$ cat src/rtl/sars_pkg.sv
// Types and constants shared by the SPI addressed register slave.
package sars_pkg;

	typedef struct packed {
		logic [1:0] func;
		logic [7:0] rx_byte;
	} cmd_t;

	typedef struct packed {
		logic       tx_valid;
		logic [7:0] tx_byte;
		logic       miso_drive;
		logic       frame_done;
		logic       next_addr_valid;
		logic [2:0] next_addr;
	} res_t;

	localparam logic [1:0] FUNC_START   = 2'd0;
	localparam logic [1:0] FUNC_BYTE    = 2'd1;
	localparam logic [1:0] FUNC_SERVICE = 2'd2;

	localparam logic [1:0] PH_OPCODE = 2'd0;
	localparam logic [1:0] PH_INDEX  = 2'd1;
	localparam logic [1:0] PH_XFER   = 2'd2;

	localparam logic [7:0] OPC_MASK  = 8'hC1;
	localparam logic [7:0] ADDR_MASK = 8'h3E;

	localparam logic [7:0] SW_IDX_A = 8'h05;
	localparam logic [7:0] SW_IDX_B = 8'h0A;
	localparam logic [7:0] SW_IDX_C = 8'h0B;
	localparam logic [7:0] SW_IDX_D = 8'h0F;

	// Entries tracked for service events: register 0 up to 1 + 15; a service event tests 1 up to 1 + 15.
	localparam int NZ_N = 17;
	localparam int NZ_W = $clog2(NZ_N);

	localparam logic [2:0] REG_BASE_CODE  = 3'd0;
	localparam logic [2:0] REG_CFG_SELECT = 3'd1;
	localparam logic [2:0] REG_USER_COUNT = 3'd2;
	localparam logic [2:0] REG_DEV_ADDR   = 3'd3;
	localparam logic [2:0] REG_EN_CODE    = 3'd4;
	localparam logic [2:0] REG_DIS_CODE   = 3'd5;

endpackage

$ cat src/rtl/sars_ram.sv
// Generic single-write, single-read RAM with registered read data.
module sars_ram #(
	parameter int WIDTH = 8,
	parameter int DEPTH = 80
) (
	input  logic                     clk,
	input  logic                     we,
	input  logic [$clog2(DEPTH)-1:0] waddr,
	input  logic [WIDTH-1:0]         wdata,
	input  logic                     re,
	input  logic [$clog2(DEPTH)-1:0] raddr,
	output logic [WIDTH-1:0]         rdata
);

	logic [WIDTH-1:0] mem [DEPTH];

	always_ff @(posedge clk) begin
		if (we) begin
			mem[waddr] <= wdata;
		end
		if (re) begin
			rdata <= mem[raddr];
		end
	end

endmodule

$ cat src/rtl/spi_addressed_register_slave.sv
// Top level of the SPI addressed register slave: frame decoder, register bank, APB registers.
//
//   channel | direction | handshake               | word
//   cmd     | in        | cmd_valid / cmd_stall   | cmd_word (func, rx_byte)
//   res     | out       | res_valid / res_stall   | res_word (tx, miso, done, chain address)
//   apb     | in        | psel / penable / pready | paddr, pwdata, prdata
//
// One word is accepted per cycle while cmd_stall is low; the output stage presents its result.
// The accept edge registers the word; on advance, the frame state updates and the bank is read.
// The bank read data register forms the result together with the output stage.
// Reset clears all control state and the bank valid bits and resets the configuration at once.
// A stalled result holds the output stage; the input stage takes one more word behind it.
module spi_addressed_register_slave #(
	parameter int CTRL_REGS     = 16,
	parameter int MAX_USER_REGS = 64
) (
	input  logic             clk,
	input  logic             arst_n,
	input  logic             cmd_valid,
	output logic             cmd_stall,
	input  sars_pkg::cmd_t   cmd_word,
	output logic             res_valid,
	input  logic             res_stall,
	output sars_pkg::res_t   res_word,
	input  logic             psel,
	input  logic             penable,
	input  logic             pwrite,
	input  logic [4:0]       paddr,
	input  logic [31:0]      pwdata,
	output logic [31:0]      prdata,
	output logic             pready
);

	localparam int BANK_SIZE = CTRL_REGS + MAX_USER_REGS;
	localparam int AW = $clog2(BANK_SIZE);
	localparam int PW = $clog2(BANK_SIZE + 1);
	localparam int CW = (PW > 8) ? PW : 8;

	logic [7:0] base_q;
	logic [3:0] csel_q;
	logic [6:0] ucnt_q;
	logic [2:0] dev_q;
	logic [7:0] en_q;
	logic [7:0] dis_q;

	logic [2:0] cfg_idx;
	logic       cfg_wr;

	assign pready  = 1'b1;
	assign cfg_idx = paddr[4:2];
	assign cfg_wr  = psel && penable && pwrite;

	always_ff @(posedge clk or negedge arst_n) begin
		if (!arst_n) begin
			base_q <= '0;
			csel_q <= '0;
			ucnt_q <= '0;
			dev_q  <= '0;
			en_q   <= 8'd1;
			dis_q  <= '0;
		end else if (cfg_wr) begin
			unique case (cfg_idx)
				sars_pkg::REG_BASE_CODE:  base_q <= pwdata[7:0];
				sars_pkg::REG_CFG_SELECT: csel_q <= pwdata[3:0];
				sars_pkg::REG_USER_COUNT: ucnt_q <= pwdata[6:0];
				sars_pkg::REG_DEV_ADDR:   dev_q  <= pwdata[2:0];
				sars_pkg::REG_EN_CODE:    en_q   <= pwdata[7:0];
				sars_pkg::REG_DIS_CODE:   dis_q  <= pwdata[7:0];
				default: ;
			endcase
		end
	end

	always_comb begin
		unique case (cfg_idx)
			sars_pkg::REG_BASE_CODE:  prdata = {24'd0, base_q};
			sars_pkg::REG_CFG_SELECT: prdata = {28'd0, csel_q};
			sars_pkg::REG_USER_COUNT: prdata = {25'd0, ucnt_q};
			sars_pkg::REG_DEV_ADDR:   prdata = {29'd0, dev_q};
			sars_pkg::REG_EN_CODE:    prdata = {24'd0, en_q};
			sars_pkg::REG_DIS_CODE:   prdata = {24'd0, dis_q};
			default:                  prdata = '0;
		endcase
	end

	// Pipeline control.
	logic           cmd_valid_s1;
	sars_pkg::cmd_t cmd_s1;
	logic           adv;
	logic           fire_s1;

	assign adv       = !res_valid || !res_stall;
	assign cmd_stall = cmd_valid_s1 && !adv;
	assign fire_s1   = cmd_valid_s1 && adv;

	always_ff @(posedge clk or negedge arst_n) begin
		if (!arst_n) begin
			cmd_valid_s1 <= 1'b0;
		end else if (!cmd_stall) begin
			cmd_valid_s1 <= cmd_valid;
		end
	end

	always_ff @(posedge clk) begin
		if (cmd_valid && !cmd_stall) begin
			cmd_s1 <= cmd_word;
		end
	end

	// Frame state.
	logic [1:0]              phase_q, phase_d;
	logic [1:0]              bcnt_q, bcnt_d;
	logic [7:0]              opc_q, opc_d;
	logic [PW-1:0]           ptr_q, ptr_d;
	logic                    match_q, match_d;
	logic                    done_q, done_d;
	logic                    drive_q, drive_d;
	logic [2:0]              chain_q, chain_d;
	logic [sars_pkg::NZ_N-1:0] nz_q, nz_d;
	logic [2:0]              sh0_q, sh0_d;
	logic [BANK_SIZE-1:0]    vld_q;

	logic [6:0]          ucnt_cl;
	logic [PW-1:0]       count;
	logic [CW-1:0]       cnt_m1;
	logic [CW-1:0]       data_cw;
	logic [CW-1:0]       xptr_cw;
	logic [PW-1:0]       xptr;
	logic [sars_pkg::NZ_W-1:0] sel;
	logic [7:0]          data;
	logic                skip;
	logic                xfer;
	logic                rd_hit;
	logic                wr_hit;
	logic                is_sw;
	logic                na;
	logic                ram_we;
	logic [AW-1:0]       ram_waddr;
	logic [7:0]          ram_wdata;
	logic                ram_re;

	assign ucnt_cl = (ucnt_q > 7'(MAX_USER_REGS)) ? 7'(MAX_USER_REGS) : ucnt_q;
	assign count   = PW'(CTRL_REGS) + PW'(ucnt_cl);
	assign cnt_m1  = CW'(count) - CW'(1);
	assign data    = cmd_s1.rx_byte;
	assign data_cw = CW'(data);
	assign sel     = sars_pkg::NZ_W'(csel_q) + sars_pkg::NZ_W'(1);

	always_comb begin
		phase_d   = phase_q;
		bcnt_d    = bcnt_q;
		opc_d     = opc_q;
		ptr_d     = ptr_q;
		match_d   = match_q;
		done_d    = done_q;
		drive_d   = drive_q;
		chain_d   = chain_q;
		nz_d      = nz_q;
		sh0_d     = sh0_q;
		skip      = 1'b0;
		xfer      = 1'b0;
		rd_hit    = 1'b0;
		wr_hit    = 1'b0;
		is_sw     = 1'b0;
		na        = 1'b0;
		xptr      = ptr_q;
		xptr_cw   = CW'(ptr_q);
		ram_we    = 1'b0;
		ram_waddr = '0;
		ram_wdata = '0;
		ram_re    = 1'b0;
		case (cmd_s1.func)
			sars_pkg::FUNC_START: begin
				drive_d = 1'b0;
				phase_d = sars_pkg::PH_OPCODE;
				bcnt_d  = '0;
			end
			sars_pkg::FUNC_BYTE: begin
				if (bcnt_q != 2'd3) begin
					bcnt_d = bcnt_q + 2'd1;
				end
				if (bcnt_d == 2'd1) begin
					opc_d = data & sars_pkg::OPC_MASK;
					if (!match_q || ((data & sars_pkg::ADDR_MASK) >> 1) == {5'd0, dev_q}) begin
						phase_d = sars_pkg::PH_INDEX;
						drive_d = 1'b1;
					end else begin
						drive_d = 1'b0;
					end
				end else if (bcnt_d == 2'd2 && phase_q == sars_pkg::PH_INDEX) begin
					ptr_d   = (data_cw < cnt_m1) ? data_cw[PW-1:0] : cnt_m1[PW-1:0];
					phase_d = sars_pkg::PH_XFER;
					skip    = (opc_d == base_q);
				end
				xptr    = ptr_d;
				xptr_cw = CW'(ptr_d);
				xfer    = !skip && phase_d == sars_pkg::PH_XFER && ptr_d < count;
				rd_hit  = ({1'b0, opc_d} == ({1'b0, base_q} + 9'd1));
				wr_hit  = (opc_d == base_q);
				is_sw   = xptr_cw == CW'(sars_pkg::SW_IDX_A) || xptr_cw == CW'(sars_pkg::SW_IDX_B) ||
					xptr_cw == CW'(sars_pkg::SW_IDX_C) || xptr_cw == CW'(sars_pkg::SW_IDX_D);
				if (xfer) begin
					if (rd_hit) begin
						ram_re = 1'b1;
					end else if (wr_hit) begin
						if (is_sw) begin
							if (data == en_q) begin
								match_d = 1'b1;
							end else if (data == dis_q) begin
								match_d = 1'b0;
							end
						end else begin
							ram_we    = 1'b1;
							ram_waddr = xptr[AW-1:0];
							ram_wdata = data;
							if (xptr_cw < CW'(sars_pkg::NZ_N)) begin
								nz_d[xptr[sars_pkg::NZ_W-1:0]] = (data != 8'd0);
							end
							if (xptr_cw == '0) begin
								sh0_d = data[2:0];
							end
						end
					end
					ptr_d = xptr + PW'(1);
					if (ptr_d == count) begin
						done_d = 1'b1;
					end
				end
			end
			sars_pkg::FUNC_SERVICE: begin
				if (done_q) begin
					ptr_d  = '0;
					done_d = 1'b0;
					if (nz_q[sel]) begin
						nz_d[sel] = 1'b0;
						ram_we    = 1'b1;
						ram_waddr = AW'(sel);
						ram_wdata = '0;
						chain_d   = sh0_q;
						na        = 1'b1;
					end
				end
			end
			default: ;
		endcase
	end

	always_ff @(posedge clk or negedge arst_n) begin
		if (!arst_n) begin
			phase_q <= sars_pkg::PH_OPCODE;
			bcnt_q  <= '0;
			opc_q   <= '0;
			ptr_q   <= '0;
			match_q <= 1'b0;
			done_q  <= 1'b0;
			drive_q <= 1'b0;
			chain_q <= '0;
			nz_q    <= '0;
			sh0_q   <= '0;
			vld_q   <= '0;
		end else if (fire_s1) begin
			phase_q <= phase_d;
			bcnt_q  <= bcnt_d;
			opc_q   <= opc_d;
			ptr_q   <= ptr_d;
			match_q <= match_d;
			done_q  <= done_d;
			drive_q <= drive_d;
			chain_q <= chain_d;
			nz_q    <= nz_d;
			sh0_q   <= sh0_d;
			if (ram_we) begin
				vld_q[ram_waddr] <= 1'b1;
			end
		end
	end

	// Register bank; entries not yet written read as zero through the valid bits.
	logic [7:0] ram_rdata;

	sars_ram #(
		.WIDTH(8),
		.DEPTH(BANK_SIZE)
	) u_bank (
		.clk   (clk),
		.we    (fire_s1 && ram_we),
		.waddr (ram_waddr),
		.wdata (ram_wdata),
		.re    (fire_s1 && ram_re),
		.raddr (xptr[AW-1:0]),
		.rdata (ram_rdata)
	);

	// Output stage.
	logic       txv_s2;
	logic       rvld_s2;
	logic       miso_s2;
	logic       done_s2;
	logic       na_s2;
	logic [2:0] chain_s2;

	always_ff @(posedge clk or negedge arst_n) begin
		if (!arst_n) begin
			res_valid <= 1'b0;
		end else if (adv) begin
			res_valid <= cmd_valid_s1;
		end
	end

	always_ff @(posedge clk) begin
		if (fire_s1) begin
			txv_s2   <= ram_re;
			rvld_s2  <= vld_q[xptr[AW-1:0]];
			miso_s2  <= drive_d;
			done_s2  <= done_d;
			na_s2    <= na;
			chain_s2 <= chain_d;
		end
	end

	always_comb begin
		res_word.tx_valid        = txv_s2;
		res_word.tx_byte         = (txv_s2 && rvld_s2) ? ram_rdata : 8'd0;
		res_word.miso_drive      = miso_s2;
		res_word.frame_done      = done_s2;
		res_word.next_addr_valid = na_s2;
		res_word.next_addr       = chain_s2;
	end

	a_na_clears_done: assert property (@(posedge clk) disable iff (!arst_n)
		res_valid && res_word.next_addr_valid |-> !res_word.frame_done)
		else $error("chain address update with completion flag still set");

	a_tx_needs_drive: assert property (@(posedge clk) disable iff (!arst_n)
		res_valid && res_word.tx_valid |-> res_word.miso_drive)
		else $error("transmit byte loaded while MISO is released");

	a_bank_one_access: assert property (@(posedge clk) disable iff (!arst_n)
		fire_s1 |-> !(ram_we && ram_re))
		else $error("bank read and write by the same word");

endmodule

$ cat config.mk
export PLATFORM = sky130hd
export DESIGN_NAME = spi_addressed_register_slave
export DESIGN_NICKNAME = d
export VERILOG_FILES = /design/src/rtl/sars_pkg.sv /design/src/rtl/sars_ram.sv /design/src/rtl/spi_addressed_register_slave.sv
export SDC_FILE = /design/constraint.sdc
export NUM_CORES = 1
export LEC_CHECK = 0
export CAP_MARGIN = 10
export CORE_UTILIZATION = 45
export DETAILED_ROUTE_END_ITERATION = 16
export DONT_BUFFER_PORTS = 1
export PLACE_DENSITY = 0.64
export SETUP_SLACK_MARGIN = 0.2
export SYNTH_ARGS = -nofsm -noshare
export SYNTH_HDL_FRONTEND = slang
export SYNTH_SLANG_ARGS = --single-unit
$ cat constraint.sdc
create_clock -name clk -period 11.84 [get_ports clk]
set_clock_uncertainty 0.05 [all_clocks]
set_input_delay 0.592 -clock clk [delete_from_list [all_inputs] [get_ports clk]]
set_output_delay 0.592 -clock clk [all_outputs]
set_load 0.05 [all_outputs]
Word-level counts from Yosys, hierarchy flattened
Memories as Yosys holds them, arrays and structs flattened. A register that Yosys moved wholly into a read port is not among the register bits.
Index checks and enable logic that the tools add are counted.
Word-level totals
  memories: 1
  input bits: 54
  RAM bits: 640
  flip-flop bits (word level): 183
Memory list
  u_bank.mem: depth 80, width 8, read ports 1, clocked after Yosys merged registers in 1, write ports 1, line sars_ram.sv:15  | logic [WIDTH-1:0] mem [DEPTH];
Cells by class
  bitwise operators: 5
  add/subtract/negate cells: 6
  eq/ne operators: 30
  reduce and logical (&&, ||, !) cells: 45
  $lt $le $gt $ge: 11
  muxes and demuxes: 78
Operators by type and width (count)
  two-way mux 17 bit: 7
  two-way mux 7 bit: 12
  OR 80 bit: 1
  two-way mux 8 bit: 8
  one-hot mux 8 bit (6 select lines): 1
  one-hot mux 17 bit (2 select lines): 1
  equality test 8 bit: 4
  one-hot mux 7 bit (2 select lines): 2
  two-way mux 1 bit: 25
  equality test 7 x 4 -> 1 bit (second input constant): 3
  AND reduction 2 bit: 9
  bitwise AND 17 bit: 1
  bitwise mux 17 bit: 1
  NOT 17 bit: 1
  less-than comparator 7 x 8 -> 1 bit (second input constant): 2
  inequality test 2 bit (second input constant): 8
  logical AND 1 bit: 14
  AND reduction 7 bit: 2
  less-than comparator 5 x 6 -> 1 bit (second input constant): 2
  two-way mux 2 bit: 6
  demux 1 bit (select 5 bit): 2
  greater-or-equal comparator 5 x 1 -> 1 bit (second input constant): 2
  two-way mux 5 bit: 2
  adder 8 x 1 -> 9 bit (second input constant): 1
  other kinds (35): 58

Logic depth before layout (Yosys ltp)
  depth in word-level cells: 23
  gate-level depth with buffers: 30

By module
A second synthesis with hierarchy kept.
Unflattened totals
  cell total of the unflattened synthesis: 2299
  area total of the unflattened synthesis: 36303.6 um2
Modules (own cells, without submodules)
  sars_ram: sequential area each 19458.7 um2, area each 24982.7 um2, cells each 1112, instances 1
  spi_addressed_register_slave: sequential area each 4670.7 um2, area each 11320.9 um2, cells each 1187, instances 1

Least setup slack after synthesis
No wires, ideal clock.
  path type: register -> register
  from: reg ucnt_q[6]
  to: mem u_bank.mem[0][4], data pin
  buffers on the path: 4
  path slack: 3.027 ns
  library setup time: 0.800 ns
  data arrival time: 7.963 ns
  required time: 10.990 ns
  cell stages (with the launch flop): 24
  cells stage by stage: dfrtp_1 > clkbuf_1 > nor2b_1 > ha_1 > inv_1 > nand3_1 > ha_1 > a21o_1 > nor2_1 > clkbuf_1 > a21oi_1 > a22oi_1 > nand2_1 > clkbuf_1 > ha_1 > and4_1 > a221oi_1 > o221ai_1 > a211oi_1 > o31ai_1 > or3_1 > clkbuf_1 > or2_2 > nor3_1
On the way
  cells in the longest elaborated chain, start to end: 18
  elaborated cells on any way between the ends: 23
  classes of those cells: add/sub: 2; order compare: 3; eq/ne: 4; mux: 10; reduce/logical: 4
Ends and longest elaborated chain
  start, declared: line spi_addressed_register_slave.sv:41  | logic [6:0] ucnt_q;
  start signal, assigned: line spi_addressed_register_slave.sv:65  | sars_pkg::REG_USER_COUNT: ucnt_q <= pwdata[6:0];
  > comparator 7 bit: line spi_addressed_register_slave.sv:142  | assign ucnt_cl = (ucnt_q > 7'(MAX_USER_REGS)) ? 7'(MAX_USER_REGS) : ucnt_q;
  two-way mux 7 bit *: line spi_addressed_register_slave.sv:142
  adder 5 x 7 -> 7 bit *: line spi_addressed_register_slave.sv:143  | assign count = PW'(CTRL_REGS) + PW'(ucnt_cl);
  subtractor 7 x 1 -> 8 bit: line spi_addressed_register_slave.sv:144  | assign cnt_m1 = CW'(count) - CW'(1);
  less-than comparator 8 bit: line spi_addressed_register_slave.sv:191  | ptr_d = (data_cw < cnt_m1) ? data_cw[PW-1:0] : cnt_m1[PW-1:0];
  two-way mux 7 bit: line spi_addressed_register_slave.sv:191
  two-way mux 7 bit: line spi_addressed_register_slave.sv:190  | end else if (bcnt_d == 2'd2 && phase_q == sars_pkg::PH_INDEX) begin
  two-way mux 7 bit: line spi_addressed_register_slave.sv:182  | if (bcnt_d == 2'd1) begin
  [2 not listed]
  logical OR 1 bit (2 in series): line spi_addressed_register_slave.sv:200  | is_sw = xptr_cw == CW'(sars_pkg::SW_IDX_A) || xptr_cw == CW'(sars_pkg::SW_IDX_B) ||
  logical OR 1 bit: line spi_addressed_register_slave.sv:201  | xptr_cw == CW'(sars_pkg::SW_IDX_C) || xptr_cw == CW'(sars_pkg::SW_IDX_D);
  two-way mux 8 bit: line spi_addressed_register_slave.sv:206  | if (is_sw) begin
  two-way mux 8 bit: line spi_addressed_register_slave.sv:205  | end else if (wr_hit) begin
  two-way mux 8 bit: line spi_addressed_register_slave.sv:203  | if (rd_hit) begin
  two-way mux 8 bit *: line spi_addressed_register_slave.sv:202  | if (xfer) begin
  two-way mux 8 bit *
  via ram_wdata[4]: line spi_addressed_register_slave.sv:139  | logic [7:0] ram_wdata;
  end, declared: line sars_ram.sv:15
Mark *: on every way through the listed nets, which the timed path passes. The rest lies on a longest branch. The select of a mux whose other input is x is not followed.

Final worst setup path
  from: reg ucnt_q[6]
  to: mem u_bank.mem[9][0], enable pin
On the way
  cells in the longest elaborated chain, start to end: 21
  elaborated cells on any way between the ends: 31
  classes of those cells: add/sub: 2; order compare: 3; eq/ne: 4; mux: 17; reduce/logical: 5
Ends and longest elaborated chain
  > comparator 7 bit: line spi_addressed_register_slave.sv:142
  two-way mux 7 bit *: line spi_addressed_register_slave.sv:142
  adder 5 x 7 -> 7 bit *: line spi_addressed_register_slave.sv:143
  subtractor 7 x 1 -> 8 bit: line spi_addressed_register_slave.sv:144
  less-than comparator 8 bit: line spi_addressed_register_slave.sv:191
  two-way mux 7 bit: line spi_addressed_register_slave.sv:191
  two-way mux 7 bit: line spi_addressed_register_slave.sv:190
  two-way mux 7 bit: line spi_addressed_register_slave.sv:182
  [5 not listed]
  two-way mux 1 bit: line spi_addressed_register_slave.sv:206
  two-way mux 1 bit: line spi_addressed_register_slave.sv:205
  two-way mux 1 bit: line spi_addressed_register_slave.sv:203
  two-way mux 1 bit: line spi_addressed_register_slave.sv:202
  one-hot mux 1 bit (2 select lines): line spi_addressed_register_slave.sv:172  | case (cmd_s1.func)
  logical AND 1 bit: line spi_addressed_register_slave.sv:286  | .we (fire_s1 && ram_we),
  two-way mux 1 bit: line sars_ram.sv:18  | if (we) begin
  two-way mux 1 bit (implied by the code): line sars_ram.sv:19  | mem[waddr] <= wdata;
Mark *: on every way between the ends. The rest lies on a longest branch, timed or not. The select of a mux whose other input is x is not followed.

==> run metrics <==
CP most frequent cell ha_1; maxcap violations 0; first-pass GRT wire length 153 mm; GRT met2 Usage 40.3%; outcome finished, final reports clean; hold slack 0.0285 ns; Initial Util 45.4%; Finished Core Util 50.0%; crit path DAT 9.30 ns; FF/Latch Area 0.0241 mm²; GRT Residual Overflow 0; layout cells sized above 1 10.1%; share of power burned in registers 37.5%; vias 25.2k; Core ar. 0.0820 mm²; FILL cells 6,999; FP Rows 105; Crit path required time 12.05 ns; cts hold-fix bufs 12; max incr delay on CP 1.00 ns; clk buf depth 3; Mapped Cells 3,104; Switch Pwr 3.12 mW; DRT Wirelength 102 mm; CTS Buf Count 86; Logic pwr share 30.6%; clock-pin slew on the worst setup and hold paths 0.06 ns; critical path, cell by cell nand2b_1 > inv_1 > ha_1 > inv_1 > nand3_1 > ha_1 > a21o_1 > nor2_1 > a21oi_1 > a22oi_1 > nand2_1 > ha_1 > and4_1 > a221oi_1 > o221ai_1 > a211oi_1 > o31ai_1 > or3_1 > nor2_4 > o2bb2ai_2 > nand3b_1 > nor2_1; initial drt markers 2,734; critical path's slowest cell nor2_1; die area 0.0838 mm²; Sink Count 831; Layout area overhead 10.2%; Synth Warn # 0; Overall Power 8.82 mW; largest net degree at the start of global routing 166; met1 Track Usage GR 32.9%; Post-Syn Area per Cell 12.0 µm²; H-tree level count 3; fmax 0.110 GHz; vias in the first global route 24.6k; Worst Tran Pin Value 1.20 ns; post-CTS sizing 0; root buf cell clkbuf_16; Nets 3,100; Internal 5.70 mW; multi-input logic area 0.0120 mm²; initial antenna violation count 1; Main synth FF type edfxtp_1; register area share after synthesis 64.9%; DRC errors left 0; crit path kind flip-flop to flip-flop; PD cells 215 mW/mm²; final hold violations 0; Setup crit start kind flip-flop; switching part of the total 35.4%; Tcrit/Tclk final 76.8%; EDFF count, synth 666; Final min period 9.09 ns; #FFs+latches synth 831; Placed Cells 3,996; Relative slew margins 20.1%; Finished Layout Cells 4,168; Slew Viols, Final 0; worst skew pair latency 0.66 ns; dpl hpwl 61.5 mm; Mapped Area 0.0372 mm²; Max Fanout on Critical Path 18; element type at the critical path end flip-flop; Avg Vias per Cell 6.04; synth unique cells 91; ant diodes 0; Ports 104; post-route antenna net violation count 0; unrepaired setup endpoints after global routing no; met3 usage 4.20%; ys async rst share 19.9%; routed len/inst 24.5 µm; chip width 289 µm; worst min path class input port to flip-flop; I/O Buffers 0; die height 289 µm; Total GRT Usage 24.4%; total negative slack 0 ns; CTS tree done; Post-CTS Setup Repair Bufs 0; Leak 14.5 nW; clock share of power 31.9%; GPL Wtd Cong 0.880; peak supply drop 0.168 mV; Pre-antenna DRT Iters 7; final setup fails 0; GR peak layer met2
power by group through the flow:
stage               Sequential (mW)  Combinational (mW)  Clock [mW]
floorplan                      3.30                1.90           0
finish                         3.30                2.70        2.82
detailed placement             3.36                2.63           0
CTS                            3.30                2.65        2.85
global placement               3.36                2.59           0
global route                   3.31                2.89        2.96
layout by cell type, fill, tap and decap left out, types with 14 or more instances in the layout:
master / Yosys / final
a211oi_1: 29 / 29
a21oi_1: 62 / 62
a311oi_1: 32 / 32
a31oi_1: 44 / 43
and3_1: 60 / 52
buf_4: 33 / 39
bufinv_16: 0 / 14
clkbuf_16: 0 / 86
clkinv_1: 0 / 17
clkinv_2: 0 / 15
conb_1: 2 / 25
dfrtp_1: 164 / 164
edfxtp_1: 666 / 666
ha_1: 20 / 20
inv_1: 21 / 21
mux2_2: 55 / 55
mux2i_1: 51 / 50
mux4_2: 30 / 30
nand2_1: 664 / 664
nand3_1: 297 / 296
nand4_1: 35 / 35
nor2_1: 155 / 155
nor2b_1: 25 / 25
nor3_1: 42 / 41
o21ai_0: 50 / 48
o21bai_1: 76 / 75
o31ai_1: 17 / 16
xnor2_1: 45 / 45
kinds of logic after synthesis:
family          count (synthesis)  share of synthesized area (%)
buf+inv                       266                           3.32
other cells                     2                         0.0202
xor+xnor                       54                           1.27
mux                           136                           4.85
flops                         831                           64.9
simple gates                 1359                           16.4
compound gates                436                           8.56
fa+ha+maj                      20                          0.673
critical path: cells and delay by family, from the launching register on:
kind | cells | cell delay, ns
AO/OA/AOI/OAI | 8 | 2.06
buffers and inverters | 2 | 0.36
adder cells (fa/ha/maj) | 3 | 1.20
flip-flops | 1 | 0.65
AND/OR/NAND/NOR | 9 | 4.35
state kept, by name, summed over array words and instances, names as in the netlist, 2 cells and up:
register      flops
chain_s2          3
base_q            8
ptr_q             7
nz_q             17
sh0_q             3
u_bank.rdata      8
data              8
en_q              8
vld_q            80
bcnt_q            2
chain_q           3
u_bank.mem      640
phase_q           2
csel_q            4
opc_q             8
dis_q             8
dev_q             3
cmd_s1            2
ucnt_q            7
cells in the mapped netlist (all sizes together) (13+ instances only):
cell      n  area, µm²
xnor2    45        394
clkbuf  102        383
mux2     55        619
nor2b    25        156
a211oi   30        238
a311oi   33        295
mux2i    51        510
nand2   665       2500
a22oi    13       97.6
inv      25       93.8
o21ai    55        298
o21bai   76        571
a21oi    63        319
nor3     43        220
edfxtp  666      20000
a31oi    44        275
o31ai    17        128
dfrtp   164       4100
ha       20        250
nand4    35        219
mux4     30        676
buf     139        759
nor2    158        606
nand3   297       1490
and3     61        387
per-layer routing:
metal  vias to the layer above  share of wire, %  routed length, µm
li1                      11200                 -                  -
met1                     12600                40              41300
met2                      1165                48              49600
met3                       193               8.5               8650
met4                         2               2.6               2700
met5                         -             0.011                 11
area by class of cell:
class	instances	share of cell area [%]
Timing Repair Buffer	52	1.10
Tap cell	1070	3.27
Clock buffer	100	5.40
Inverter	25	0.229
Clock inverter	60	1.76
Multi-Input combinational cell	2030	29.4
Sequential cell	831	58.9
stage by stage:
| step | worst slack, ns | instance area, µm² |
|---|---|---|
| 2_1_floorplan | 3.03 | 37300 |
| 3_3_place_gp | 3.20 | 37900 |
| 3_5_place_dp | 2.96 | 37900 |
| 4_1_cts | 2.93 | 41000 |
| 5_1_grt | 2.16 | 41000 |
| 6_report | 2.75 | 41000 |
final timing paths:
check	start	endpoint	slack (ns)	depth (start not counted)
setup / recovery	ucnt_q[6]	u_bank.mem[9][0]	2.75	22
hold / removal	cmd_valid	cmd_valid_s1	0.03	1
setup reg to reg	ucnt_q[6]	u_bank.mem[9][0]	2.75	22
hold reg to reg	vld_q[1]	vld_q[1]	0.42	1
max in group asynchronous	arst_n	opc_q[5]	10.43	2
min in group asynchronous	arst_n	en_q[1]	0.46	2
No activity file was read; power rests on OpenSTA's default activity.
